File: src/design/lasc_ram.sv
// Generic single-write, single-read RAM with registered read data.
module lasc_ram #(
  parameter int unsigned WIDTH = 8,
  parameter int unsigned DEPTH = 256
) (
  input  logic                     clk_i,
  input  logic                     we_i,
  input  logic [$clog2(DEPTH)-1:0] waddr_i,
  input  logic [WIDTH-1:0]         wdata_i,
  input  logic [$clog2(DEPTH)-1:0] raddr_i,
  output logic [WIDTH-1:0]         rdata_o
);

  logic [WIDTH-1:0] mem_q [DEPTH];

  always_ff @(posedge clk_i) begin
    if (we_i) begin
      mem_q[waddr_i] <= wdata_i;
    end
    rdata_o <= mem_q[raddr_i];
  end

endmodule

File: config.mk
export PLATFORM = sky130hd
export DESIGN_NAME = lasc_ram
export DESIGN_NICKNAME = d
export VERILOG_FILES = /design/src/design/lasc_ram.sv
export SDC_FILE = /design/constraint.sdc
export NUM_CORES = 2
export LEC_CHECK = 0
export BUFFER_PORTS_ARGS = -buffer_cell sky130_fd_sc_hd__buf_2
export CORE_ASPECT_RATIO = 0.6
export CORE_MARGIN = 2
export CORE_UTILIZATION = 30
export DETAILED_ROUTE_END_ITERATION = 10
export GPL_TIMING_DRIVEN = 1
export PLACE_DENSITY = 0.41
export SLEW_MARGIN = 25
export SYNTH_ARGS = -nofsm -noshare
export SYNTH_HDL_FRONTEND = slang
export SYNTH_SLANG_ARGS = --single-unit
File: constraint.sdc
create_clock -name clk_i -period 4.7 [get_ports clk_i]
set_clock_uncertainty 0.1 [all_clocks]
set_input_delay 0.94 -clock clk_i [delete_from_list [all_inputs] [get_ports clk_i]]
set_output_delay 0.94 -clock clk_i [all_outputs]
set_load 0.02 [all_outputs]
Word level (Yosys, flattened, before mapping) --
Memories as Yosys holds them, arrays and structs flattened. A register that Yosys moved wholly into a read port is not among the register bits. Cells that the tools add are included.
Storage, ports and cells: flip-flop bits (word level) 0, RAM bits 2048, bits of input ports 26, output and inout port bits 8, memories kept 1
Memory list:
- mem_q | words 256, width 8, rd ports 1, clocked after memory_dff 1, wr ports 1, line 14 | logic [WIDTH-1:0] mem_q [DEPTH];
Operators by class: mux-type cells 2
Operators with widths (number):
- 1-bit 2-to-1 mux | 2

Longest topological paths before layout --
word-level depth 2, depth in mapped cells 11, depth with buffers taken out 6

Least setup slack after synthesis --
Ideal clock, no wire load.
path kind input to register, from in raddr_i[0], to reg rdata_o[2], read port of mem_q, arrival time 2747 ps, data required time 4469 ps, setup slack 1722 ps, stages 9, buffers on the path 4, cell sequence buf_6 -> buf_12 -> buf_8 -> buf_2 -> mux4_2 -> a22oi_1 -> a21oi_1 -> nor4_1 -> nor4_2
RTL lines:
- from (decl) | line 10 | input logic [$clog2(DEPTH)-1:0] raddr_i,
- to (decl) | line 11 | output logic [WIDTH-1:0] rdata_o

==> impl_metrics.yaml <==
critical_path:
  cp_slowest_cell: "nor4_1"
  cp-start-kind: "input pin"
  cp_common_cell: "nor4_1"
  worstSetupPathType: "in2reg"
  worstPathArrival_ns: 4.31
  path_cells: "buf_8, buf_4, mux4_2, a22oi_1, a21oi_1, nor4_1, nor4_1"
  critPathMaxFanout: 58
  cp-end-kind: "flip-flop"
  r2r_cells: 5
  required_ns: 5.26
  cpPeakStageDelay_ns: 0.93
synth:
  synth_top_family_by_area: "multiplexers"
  synthFlopType: "edfxtp_1"
  async_reset_ff_share_pct: 0
  synth-simple-area-share_pct: 2.63
  synth_area_leader_cell: "edfxtp_1"
  synth_area_mm2: 0.0796
  synth_compound_area_share_pct: 3.42
  synth_seq_area_share_pct: 77.5
  ys_top_cells_by_count: "edfxtp_1, mux4_2, nor2_1, mux2i_1, a22oi_1"
  synth-edff-count: 2048
  syn_inst: 3733
  synth_top_area_share_pct: 77.3
  ys_seq_elements: 2056
  synth_nets: 3759
  synthMuxAreaShare_pct: 14.6
  synth_most_common_cell: "edfxtp_1"
  synth_area_leaders: "edfxtp_1, mux4_2, mux2i_1, nor2_1, a22oi_1"
  synth_xor_area_share_pct: 0
  synth_cell_type_count: 55
  synth_warnings: 0
  synth_fa_ha_area_share_pct: 0
  synth.avg_cell_area_um2: 21.3
placed_design:
  preCtsSetupSlack_ns: 0.237
  hpwl_um: 161000
  gp_congestion: 0.812
  dp_cells: 7457
  placed_cell_area_mm2: 0.0862
  io_buffers: 33
grt:
  grt_usage_pct: 18.1
  grt_pass1_wl_um: 341000
  grt_pass1_vias: 39700
  grt_antenna_before_repair: 20
  grt_max_degree: 105
  gr-total-overflow: 0
sta:
  rsz0062_at_grt: "no"
  fmax_mhz: 267
  finalWorstSetupSlack_ns: 0.955
  finalSetupTns_ns: 0
  finalCriticalPeriod_ns: 3.75
  worstMarginPinSlew_ns: 1.12
  final-hold-violation-count: 0
  fin_crit_sh_pct: 79.7
  slew_violations: 0
  finalSetupViolations: 0
  slew_headroom_pct: 24.9
die:
  die_area_mm2: 0.269
  io_pins: 34
  row_count: 146
  dieHeight_um: 403
  core-area_mm2: 0.264
  start_util_pct: 30.2
  die_width_um: 669
finish:
  area_delta_synth_final_pct: 16.1
  fin_nets: 4132
  drive_above_1_share_pct: 27.1
  fin_cells: 7818
  stdcell_area_mm2: 0.0924
power:
  ir_worst_vdd_mv: 0.275
  power_leakage_nw: 28.5
  p_per_area_mw_per_mm2: 414
drt:
  drc_errors: 0
  drt-total-wl_um: 246000
  ant_nets: 0
  vias: 40100
  wl_per_cell_um: 31.5
  drt_first_pass_iters: 5
  first_iter_violations: 5166
  vias_per_cell: 5.12
clock_tree:
  htreeDepth: 4
  clk_pin_slew_ns: 0.06
  cts_root_buffer: "clkbuf_16"
  clkSinkCount: 2056
  cts_setup_buffers: 0
  cts_resized: 0
  cts_buffers: 199
  clockBufferDepth: 4
  cts_hold_buf: 0
  cts_tree: "yes"
  clock_latency_ns: 0.87
hold_path:
  holdPathStages: 1
  hold_class: "in2reg"
run_status:
  status: "complete, no violations"
run:
  drv.max_cap_violation_count: 0
## flip-flops by register name, summed over array words and instances (netlist names)
signal,count
rdata_o,8
mem_q,2048
## kinds of logic (layout without fill, tap and decap cells)
logic type	count (synthesis)	count (layout)
compound gates	385	385
mux	591	591
other cells	0	8
buf+inv	235	760
simple gates	466	466
flops	2056	2056
## stage by stage
step	total power, mW	hold slack [ns]	utilization [%]
floorplan	21.6	0.670	-
global placement	22.8	0.943	32.7
detailed placement	22.8	0.959	32.7
CTS	38.6	0.381	35.0
global route	39.5	0.387	35.0
finish	38.2	0.416	35.0
## worst max-delay path: cells and delay by family
| kind | cells | cell delay (ns) |
|---|---|---|
| AOI/OAI and AO/OA | 2 | 0.89 |
| and+or+nand+nor | 2 | 1.09 |
| muxes | 1 | 0.35 |
| buffers and inverters | 2 | 0.84 |
## cells in the final DEF, fill, tap and decap left out, types with 46 or more instances in the layout
master     netlist  final
clkbuf_16        0    203
o221ai_1        46     46
a21oi_1         96     95
mux4_2         454    454
a22oi_1        133    133
clkbuf_1       111     53
mux2i_1        134    134
edfxtp_1      2048   2048
nor2_1         282    274
buf_4           27    338
## area by class of cell
class                      count  area [µm²]
sequential                  2056       61700
tap                         3552        4440
fill                       24600      171000
clock buffer                 259        5320
clock inverter                94         868
timing repair buffer         405        3510
antenna                        8        20.0
inverter                       2        7.51
multi-input combinational   1442       16500
## per-layer routing
layer | global-route usage, % | up-vias | share of wire [%]
met3 | 3.55 | 271 | 7.2
met5 | 0 | - | 0
li1 | - | 16400 | -
met2 | 23.9 | 1377 | 40
met1 | 30.6 | 22000 | 52
met4 | 2.75 | 0 | 1.4
## power breakdown
group | internal [mW] | switching (mW)
clock | 8.87 | 6.98
sequential | 20.2 | 0.0351
combinational | 0.704 | 1.42
## worst paths after layout
path | start | endpoint | slack, ns
max | raddr_i[1] | rdata_o[7] | 0.95
min reg2reg | mem_q[61][4] | rdata_o[4] | 0.98
max reg2reg | mem_q[25][7] | rdata_o[7] | 1.57
min | wdata_i[2] | mem_q[26][2] | 0.42
Power figures use the tool's default switching activity.
