$ cat src/design/lasc_pkg.sv
// Shared widths, register and opcode codes, and cell operand types of the alignment scorer.
package lasc_pkg;

  localparam int unsigned SYM_W     = 8;
  localparam int unsigned SCORE_W   = 14;
  localparam int unsigned CFG_W     = 6;
  localparam int unsigned CFG_IDX_W = 2;

  localparam logic [SCORE_W-1:0] CELL_MAX = 14'h3FFF;

  localparam logic [CFG_IDX_W-1:0] REG_MATCH    = 2'd0;
  localparam logic [CFG_IDX_W-1:0] REG_MISMATCH = 2'd1;
  localparam logic [CFG_IDX_W-1:0] REG_GAP_OPEN = 2'd2;
  localparam logic [CFG_IDX_W-1:0] REG_GAP_EXT  = 2'd3;

  localparam logic OP_QUERY = 1'b0;
  localparam logic OP_REF   = 1'b1;

  typedef struct packed {
    logic [CFG_W-1:0] match;
    logic [CFG_W-1:0] mism;
    logic [CFG_W-1:0] open;
    logic [CFG_W-1:0] ext;
  } score_cfg_t;

  typedef struct packed {
    logic [SCORE_W-1:0] up;
    logic [SCORE_W-1:0] diag;
    logic [SCORE_W-1:0] left;
    logic [SCORE_W-1:0] cg_old;
    logic               cg_valid;
    logic [SCORE_W-1:0] rg_old;
    logic               rg_valid;
    logic               sym_eq;
  } cell_in_t;

  typedef struct packed {
    logic [SCORE_W-1:0] h;
    logic [SCORE_W-1:0] cg;
    logic [SCORE_W-1:0] rg;
  } cell_out_t;

endpackage

$ cat src/design/lasc_cell_unit.sv
// Shared cell arithmetic: gap updates, substitution, floor at zero and saturation.
module lasc_cell_unit (
  input  lasc_pkg::cell_in_t   cell_i,
  input  lasc_pkg::score_cfg_t cfg_i,
  output lasc_pkg::cell_out_t  cell_o
);
  import lasc_pkg::*;

  localparam int unsigned ACC_W = SCORE_W + 2;

  typedef logic signed [ACC_W-1:0] acc_t;

  function automatic acc_t ext_score(logic [SCORE_W-1:0] v);
    return acc_t'({2'b00, v});
  endfunction

  function automatic acc_t ext_cfg(logic [CFG_W-1:0] v);
    return acc_t'({{(ACC_W-CFG_W){1'b0}}, v});
  endfunction

  acc_t cg_cand;
  acc_t rg_cand;
  acc_t cg_max;
  acc_t rg_max;
  acc_t diag_sum;
  acc_t cg_term;
  acc_t rg_term;
  acc_t best;

  always_comb begin
    cg_cand = ext_score(cell_i.cg_old) - ext_cfg(cfg_i.ext);
    cg_max  = ext_score(cell_i.up);
    if (cell_i.cg_valid && (cg_cand > cg_max)) begin
      cg_max = cg_cand;
    end
    rg_cand = ext_score(cell_i.rg_old) - ext_cfg(cfg_i.ext);
    rg_max  = ext_score(cell_i.left);
    if (cell_i.rg_valid && (rg_cand > rg_max)) begin
      rg_max = rg_cand;
    end

    if (cell_i.sym_eq) begin
      diag_sum = ext_score(cell_i.diag) + ext_cfg(cfg_i.match);
    end else begin
      diag_sum = ext_score(cell_i.diag) - ext_cfg(cfg_i.mism);
    end
    cg_term = cg_max - ext_cfg(cfg_i.open);
    rg_term = rg_max - ext_cfg(cfg_i.open);

    best = '0;
    if (diag_sum > best) begin
      best = diag_sum;
    end
    if (cg_term > best) begin
      best = cg_term;
    end
    if (rg_term > best) begin
      best = rg_term;
    end
    if (best > ext_score(CELL_MAX)) begin
      best = ext_score(CELL_MAX);
    end

    cell_o.h  = best[SCORE_W-1:0];
    cell_o.cg = cg_max[SCORE_W-1:0];
    cell_o.rg = rg_max[SCORE_W-1:0];
  end

endmodule

$ cat config.mk
export PLATFORM = sky130hd
export DESIGN_NAME = lasc_cell_unit
export DESIGN_NICKNAME = d
export VERILOG_FILES = /design/src/design/lasc_pkg.sv /design/src/design/lasc_cell_unit.sv
export SDC_FILE = /design/constraint.sdc
export NUM_CORES = 1
export LEC_CHECK = 0
export BUFFER_PORTS_ARGS = -buffer_cell sky130_fd_sc_hd__buf_2
export CORE_MARGIN = 2
export CORE_UTILIZATION = 55
export DETAILED_ROUTE_END_ITERATION = 8
export GPL_ROUTABILITY_DRIVEN = 0
export GPL_TIMING_DRIVEN = 0
export PLACE_DENSITY = 0.82
export SLEW_MARGIN = 20
export SYNTH_ARGS = -nofsm -noshare
export SYNTH_HDL_FRONTEND = slang
export SYNTH_SLANG_ARGS = --single-unit
export TNS_END_PERCENT = 50
$ cat constraint.sdc
create_clock -name vclk -period 17.3
set_clock_uncertainty 0.15 [all_clocks]
set_input_delay 1.73 -clock vclk [all_inputs]
set_output_delay 1.73 -clock vclk [all_outputs]
set_load 0.01 [all_outputs]
# --- Word-level counts from Yosys, hierarchy flattened ---
# Index checks and enable logic that the tools add are counted.
word_totals:
  reg_bits: 0
  inputBits: 97
  out_inout_bits: 42
  word_cells: 21
classes:
  addsub: 6
  n_lt_le_gt_ge: 6
  muxes: 7
  reduce_logical: 2
ops:
  columns: ["cell", "n"]
  rows:
  - ["$mux W16", 6]
  - ["$sub A14 B6 Y15", 3]
  - ["$gt A16 B16 Y1", 2]
  - ["$sub A16 B7 Y16", 2]
  - ["$gt A15 B15 Y1", 2]
  - ["$gt A16 B1 Y1 const B", 1]
  - ["$gt A16 B15 Y1 const B", 1]
  - ["$add A14 B6 Y15", 1]
  - ["$mux W14", 1]
  - ["$logic_and A1 B1 Y1", 2]

# --- Depth between registers and ports, before layout ---
# Gate-level depths: netlist of the first run.
depth:
  depth_word: 11
  mapped_depth: 53
  depth_no_buf: 46

# --- Least setup slack after synthesis of the first run ---
# OpenSTA, ideal clock, no wires.
synth_path:
  path_kind: "input -> output"
  startpoint: "input cfg_i[5] (netlist name)"
  endpoint: "output cell_o[39] (netlist name)"
  arrival_ps: 11534
  required_ps: 15420
  path_slack_ps: 3886
  path_stages: 49
  path_buffers: 9
  path_cell_list: "inv_1 ha_1 or3_1 clkbuf_1 or4_1 clkbuf_1 or3_1 xnor2_1 ha_1 nand4_1 o41ai_1 a211o_1 buf_2 buf_1 buf_1 mux2_2 ha_1 o21a_1 [... 13 more ...] or2_2 o22ai_4 buf_2 buf_2 nand2_1 o21a_1 ha_1 a21oi_1 o22ai_1 o21a_1 o21ai_0 nand3_1 a21oi_1 a211oi_1 clkbuf_1 clkbuf_1 a211oi_1 o21ai_1"
synth_lines:
  columns: ["item", "line_no", "text"]
  rows:
  - ["start, declared", "lasc_cell_unit.sv:4", "input lasc_pkg::score_cfg_t cfg_i,"]
  - ["end, declared", "lasc_cell_unit.sv:5", "output lasc_pkg::cell_out_t cell_o"]

==> results of run 1 <==
## Yosys cell counts (6+ instances only)
| cell | count |
|---|---|
| xor2_1 | 15 |
| buf_2 | 6 |
| nand2b_1 | 11 |
| inv_1 | 80 |
| nand3_1 | 16 |
| a21oi_1 | 59 |
| xnor2_1 | 36 |
| mux2i_1 | 8 |
| mux2_2 | 7 |
| or3_1 | 12 |
| a31oi_1 | 7 |
| nor2_1 | 73 |
| nand2_1 | 50 |
| ha_1 | 95 |
| a21o_1 | 9 |
| fa_1 | 6 |
| nor4_1 | 7 |
| nand4_1 | 12 |
| o21ai_0 | 36 |
| clkbuf_1 | 16 |
| o21a_1 | 16 |
| a211oi_1 | 15 |
| nor2b_1 | 15 |
| nor3_1 | 30 |
| o211ai_1 | 13 |
## final timing paths
kind / from / endpoint / slack, ns / cells past startpoint
max: cfg_i[5] / cell_o[28] / 1.87 / 50
min: cell_i[70] / cell_o[25] / 3.66 / 4
## per-stage QoR
step	std cells	area, um2	hold slack [ns]
floorplan	754	5170	3.45
global placement	1001	5990	3.65
detailed placement	1001	5990	3.65
CTS	1001	5990	3.65
global route	1001	5990	3.69
finish	1001	5990	3.66
## final cells by class
| class | instances | share of cell area |
|---|---|---|
| multi-input cells | 647 | 0.791 |
| repair buffers | 136 | 0.114 |
| inverters | 80 | 0.0502 |
| well taps | 111 | 0.0232 |
| plain buffers | 27 | 0.0219 |
## power by group through the flow
stage	Clock, mW	Sequential, mW	Combinational, mW
6_report	0	0	0.336
5_1_grt	0	0	0.377
4_1_cts	0	0	0.332
3_5_place_dp	0	0	0.330
3_3_place_gp	0	0	0.324
2_1_floorplan	0	0	0.237
## routing by layer
metal | vias up | global-route usage | routed length [um] | part of all wire
li1 | 3019 | - | - | -
met1 | 2657 | 0.365 | 6670 | 0.45
met2 | 212 | 0.507 | 6820 | 0.46
met3 | 28 | 0.0153 | 809 | 0.055
met4 | 0 | 0.0738 | 399 | 0.027
met5 | - | 0 | 0 | 0
## tightest hold or removal path, stage by stage
cell and delay, ns:
buf_2 0.10, nand2_1 0.04, o21ai_0 0.07, buf_2 0.13
## cells by family (layout without fill, tap and decap cells)
family          count (synthesis)  count (layout)  synth area share
compound gates                210             210             0.271
xor+xnor                       51              51            0.0865
fa+ha+maj                     101             101             0.253
buf+inv                       107             243            0.0836
mux                            16              16            0.0337
other cells                     1               1          0.000726
simple gates                  268             268             0.271
==> flow_metrics.env, run 1 <==
export IMPL_status="complete, no violations"
export IMPL_intPower_mw=0.142
export IMPL_drc=0
export IMPL_slowest_delay_ns=0.63
export IMPL_yosys_warnings=0
export IMPL_grt_pass1_wl_um=24200
export IMPL_startpoint_type="primary input"
export IMPL_design_seq_count=0
export IMPL_crit_type="in2out"
export IMPL_rsz0062_at_grt="no"
export IMPL_endpoint_kind="output pin"
export IMPL_layout_commonest_cell="buf_2"
export IMPL_crit_family="compound AO/OA/AOI/OAI gates"
export IMPL_num_vias=5916
export IMPL_final_util=0.651
export IMPL_powerDensity_mw_per_mm2=56.1
export IMPL_slew_headroom=0.511
export IMPL_mostFrequentLayoutCells="buf_2 (142), ha_1 (95), inv_1 (80)"
export IMPL_nets=1090
export IMPL_pwr_share_comb=1.000
export IMPL_seqCellArea_um2=0
export IMPL_crit_required_ns=15.42
export IMPL_multi_input_area_mm2=0.00473
export IMPL_overflow=0
export IMPL_layout_drive_gt1_share=0.193
export IMPL_postCtsResizedCells=0
export IMPL_grt_usage=0.282
export IMPL_syn_nets=952
export IMPL_ys_seq_area_frac=0
export IMPL_setup_viol=0
export IMPL_drt_iter0_drc=292
export IMPL_max_freq_ghz=0.0648
export IMPL_critical_path_arrival_ns=13.55
export IMPL_switchingPower_mw=0.194
export IMPL_power_frac_seq=0
export IMPL_hold_path_class="in2out"
export IMPL_grt_antenna_before_repair=0
export IMPL_cpMaxStageDelayCell="a211oi_1"
export IMPL_pre_cts_slack_ns=2.04
export IMPL_wl_per_cell_um=14.7
export IMPL_cp_num_buf_inv=12
export IMPL_n_clock_buffer=0
export IMPL_die_area_mm2=0.0102
export IMPL_grt_pass1_vias=5438
export IMPL_tightestPinTransition_ns=0.729
export IMPL_min_period_over_period=0.892
export IMPL_min_period_ns=15.43
export IMPL_yosysUniqueCellTypes=71
export IMPL_drt_total_wl_um=14700
export IMPL_grt_start_max_net_pins=11
export IMPL_core_mm2=0.00920
export IMPL_die_y_um=101
export IMPL_irDropWorstVdd_uv=26.8
export IMPL_postCtsHoldBufs=0
export IMPL_num_io_pins=139
export IMPL_synth_top_area_frac=0.230
export IMPL_hold_viol=0
export IMPL_fin_ws_ns=1.87
export IMPL_post_cts_setup_buffers=0
export IMPL_initial_utilization=0.562
export IMPL_portBuffers=136
export IMPL_maxSlewViolCount=0
export IMPL_p_leak_nw=2.94
export IMPL_drtAntennaViolNets=0
export IMPL_synth_area_leaders="ha_1 (23%), xnor2_1 (6.1%), inv_1 (5.8%)"
export IMPL_synth_area_leader_cell="ha_1"
export IMPL_dr_pass1_iters=5
export IMPL_sw_frac_of_total=0.578
export IMPL_diodes=0
export IMPL_finalPower_mw=0.336
export IMPL_p_clk_frac=0
export IMPL_syn_area_per_cell_um2=6.85
export IMPL_die_w_um=101
export IMPL_path_max_fanout=10
export IMPL_viasPerCell=5.91
export IMPL_setup_tns_ns=0
export IMPL_area_growth_pct=15.9
export IMPL_n_fill_cell=877
export IMPL_max_cap_violations=0
export IMPL_synthCells=754
export IMPL_rows=35
export IMPL_dp_hpwl_um=12700
export IMPL_syn_area_mm2=0.00517
Power figures use the tool's default switching activity.
==> run 2: changes to the inputs <==
--- a/config.mk
+++ b/config.mk
@@ -6,6 +6,7 @@
 export NUM_CORES = 1
 export LEC_CHECK = 0
 export BUFFER_PORTS_ARGS = -buffer_cell sky130_fd_sc_hd__buf_2
+export CORE_ASPECT_RATIO = 1.75
 export CORE_MARGIN = 2
 export CORE_UTILIZATION = 55
 export DETAILED_ROUTE_END_ITERATION = 8
==> flow_metrics.env, run 2 (synthesis results as in run 1) <==
export IMPL_slew_headroom=0.497
export IMPL_status="complete, no violations"
export IMPL_path_max_fanout=10
export IMPL_hold_viol=0
export IMPL_num_io_pins=139
export IMPL_overflow=0
export IMPL_placed_cells=1010
export IMPL_drc=0
export IMPL_fin_ws_ns=1.73
export IMPL_max_cap_violations=0
export IMPL_multi_input_area_mm2=0.00473
export IMPL_grt_antenna_before_repair=0
export IMPL_setup_tns_ns=0
export IMPL_min_from="cell_i[70]"
export IMPL_num_vias=5924
export IMPL_crit_type="in2out"
export IMPL_post_cts_setup_buffers=0
export IMPL_mostFrequentLayoutCells="buf_2 (142), ha_1 (95), inv_1 (80)"
export IMPL_grt_usage=0.286
export IMPL_grt_pass1_vias=5951
export IMPL_p_leak_nw=2.94
export IMPL_slowest_delay_ns=0.62
export IMPL_tightestPinTransition_ns=0.747
export IMPL_drt_iter0_drc=242
export IMPL_cpMostUsedCell="ha_1"
export IMPL_critical_path_arrival_ns=13.69
export IMPL_stdcell_area_mm2=0.00600
export IMPL_n_clock_buffer=0
export IMPL_n_fill_cell=919
export IMPL_postCtsHoldBufs=0
export IMPL_grt_start_max_net_pins=11
export IMPL_viasPerCell=5.87
export IMPL_min_period_over_period=0.900
export IMPL_wl_per_cell_um=14.9
export IMPL_rows=46
export IMPL_maxSlewViolCount=0
export IMPL_pre_cts_slack_ns=1.82
export IMPL_core_mm2=0.00909
export IMPL_crit_required_ns=15.42
export IMPL_min_period_ns=15.57
export IMPL_nets=1090
export IMPL_setup_viol=0
export IMPL_drt_total_wl_um=15000
export IMPL_die_area_mm2=0.0102
export IMPL_irDropWorstVdd_uv=32.7
export IMPL_design_seq_count=0
export IMPL_rsz0062_at_grt="no"
export IMPL_diodes=0
export IMPL_dr_pass1_iters=4
export IMPL_layout_drive_gt1_share=0.193
export IMPL_dp_hpwl_um=13300
export IMPL_powerDensity_mw_per_mm2=56.0
export IMPL_startpoint_type="primary input"
export IMPL_area_growth_pct=16.1
export IMPL_seqCellArea_um2=0
export IMPL_postCtsResizedCells=0
export IMPL_cpMaxStageDelayCell="a211oi_1"
export IMPL_crit_path_start="cfg_i[5]"
export IMPL_max_freq_ghz=0.0642
export IMPL_drtAntennaViolNets=0
export IMPL_finalPower_mw=0.336
export IMPL_die_y_um=132
export IMPL_portBuffers=136
export IMPL_endpoint_kind="output pin"
export IMPL_placed_cell_area_mm2=0.00600
export IMPL_hold_path_class="in2out"
export IMPL_final_util=0.659
export IMPL_layout_commonest_cell="buf_2"
export IMPL_grt_pass1_wl_um=25100
export IMPL_die_w_um=77.3
export IMPL_holdWs_ns=3.65
export IMPL_initial_utilization=0.568
export IMPL_layoutNonFillerInstCount=1010
==> run 2: cell counts in the layout (fill, tap and decap cells not counted) <==
No cell type changed its count.
==> run 2: layout make-up <==
type | count | area share
timing repair buffer | 136 | 0.113
tap | 120 | 0.0250
multi-input combinational | 647 | 0.789
buffer | 27 | 0.0219
inverter | 80 | 0.0501
==> run 2: layer usage <==
metal	vias to the layer above	track usage	routed length, um
met1	2663	0.282	5520
met2	180	0.569	7960
li1	3024	-	-
met4	0	0.159	932
met3	57	0.0205	597
met5	-	0	0
==> run 2: final timing paths <==
check                   endpoint  slack (ns)  cells after the start
worst max-delay path  cell_o[28]        1.73                     49
worst min-delay path  cell_o[25]        3.65                      4
==> run 2: where the power goes <==
part	total, mW	internal, mW	leakage [nW]	switching (mW)
clock	0	0	0	0
combinational	0.336	0.141	2.94	0.194
sequential	0	0	0	0
total	0.336	0.141	2.94	0.194
==> run 2: critical path, delay by kind of cell <==
family	cells	cell delay [ns]
AO/OA/AOI/OAI	19	4.27
XOR/XNOR	2	0.28
adder cells (fa/ha/maj)	5	1.64
buffers and inverters	11	2.70
multiplexers	1	0.41
AND/OR/NAND/NOR	11	2.67
==> run 3: changes to the inputs <==
--- a/config.mk
+++ b/config.mk
@@ -6,8 +6,6 @@
 export NUM_CORES = 1
 export LEC_CHECK = 0
 export BUFFER_PORTS_ARGS = -buffer_cell sky130_fd_sc_hd__buf_2
-export CORE_ASPECT_RATIO = 1.75
-export CORE_MARGIN = 2
 export CORE_UTILIZATION = 55
 export DETAILED_ROUTE_END_ITERATION = 8
 export GPL_ROUTABILITY_DRIVEN = 0
==> flow_metrics.env, run 3 (synthesis results as in run 1) <==
export IMPL_status="complete, no violations"
export IMPL_grt_start_max_net_pins=11
export IMPL_cp_num_buf_inv=12
export IMPL_overflow=0
export IMPL_p_leak_nw=2.94
export IMPL_min_period_ns=15.61
export IMPL_slew_headroom=0.507
export IMPL_nets=1090
export IMPL_critical_path_arrival_ns=13.73
export IMPL_drt_total_wl_um=14200
export IMPL_initial_utilization=0.564
export IMPL_pre_cts_slack_ns=1.97
export IMPL_layout_drive_gt1_share=0.193
export IMPL_cpMaxStageDelayCell="a211oi_1"
export IMPL_n_fill_cell=868
export IMPL_powerDensity_mw_per_mm2=55.8
export IMPL_cp_depth=50
export IMPL_die_w_um=98.9
export IMPL_path_max_fanout=10
export IMPL_portBuffers=136
export IMPL_slowest_delay_ns=0.64
export IMPL_drtAntennaViolNets=0
export IMPL_min_period_over_period=0.902
export IMPL_crit_type="in2out"
export IMPL_die_y_um=98.9
export IMPL_maxSlewViolCount=0
export IMPL_holdPathStages=4
export IMPL_wl_per_cell_um=14.1
export IMPL_mostFrequentLayoutCells="buf_2 (142), ha_1 (95), inv_1 (80)"
export IMPL_postCtsResizedCells=0
export IMPL_crit_required_ns=15.42
export IMPL_max_cap_violations=0
export IMPL_seqCellArea_um2=0
export IMPL_area_growth_pct=15.9
export IMPL_core_mm2=0.00915
export IMPL_num_vias=5840
export IMPL_endpoint_kind="output pin"
export IMPL_viasPerCell=5.83
export IMPL_dr_pass1_iters=7
export IMPL_diodes=0
export IMPL_grt_pass1_vias=5247
export IMPL_hold_path_class="in2out"
export IMPL_max_freq_ghz=0.0641
export IMPL_grt_pass1_wl_um=23600
export IMPL_postCtsHoldBufs=0
export IMPL_setup_viol=0
export IMPL_crit_family="compound AO/OA/AOI/OAI gates"
export IMPL_grt_usage=0.288
export IMPL_drc=0
export IMPL_rsz0062_at_grt="no"
export IMPL_final_util=0.654
export IMPL_startpoint_type="primary input"
export IMPL_layout_commonest_cell="buf_2"
export IMPL_die_area_mm2=0.00979
export IMPL_irDropWorstVdd_uv=23.8
export IMPL_num_io_pins=139
export IMPL_rows=35
export IMPL_hold_viol=0
export IMPL_design_seq_count=0
export IMPL_n_clock_buffer=0
export IMPL_drt_iter0_drc=204
export IMPL_setup_tns_ns=0
export IMPL_fin_ws_ns=1.69
export IMPL_tightestPinTransition_ns=0.735
export IMPL_grt_antenna_before_repair=0
export IMPL_dp_hpwl_um=12300
export IMPL_post_cts_setup_buffers=0
==> run 3: final timing paths <==
check	to	from	slack, ns
setup / recovery	cell_o[28]	cfg_i[5]	1.69
hold / removal	cell_o[25]	cell_i[70]	3.64
==> run 3: power by group <==
| part | switching [mW] | internal, mW | total, mW |
|---|---|---|---|
| clock network | 0 | 0 | 0 |
| logic | 0.193 | 0.141 | 0.334 |
| registers | 0 | 0 | 0 |
| total | 0.193 | 0.141 | 0.334 |
==> run 3: layout make-up <==
cell class,count,area (um2),share of cell area
Multi-Input combinational cell,647,4730,0.791
Buffer,27,131,0.0219
Timing Repair Buffer,136,681,0.114
Tap cell,111,139,0.0232
Inverter,80,300,0.0502
==> run 3: metal layers <==
layer  vias to the layer above  GRT usage  routed length, um
li1                       3009          -                  -
met1                      2615      0.397               6600
met2                       194      0.501               6530
met3                        22    0.00638                742
met4                         0     0.0563                293
met5                         -          0                  0
==> run 3: worst min-delay path: stages <==
cell     delay, ns
buf_2         0.10
nand2_1       0.04
o21ai_0       0.06
buf_2         0.12
==> run 3: per-stage QoR <==
| step | hold WS, ns | cell area, um2 | cells | power [mW] |
|---|---|---|---|---|
| after global routing | 3.69 | 5990 | 1001 | 0.376 |
| after detailed placement | 3.64 | 5990 | 1001 | 0.329 |
| final | 3.64 | 5990 | 1001 | 0.334 |
| after CTS | 3.64 | 5990 | 1001 | 0.332 |
| after global placement | 3.64 | 5990 | 1001 | 0.325 |
| after floorplan | 3.45 | 5170 | 754 | 0.237 |
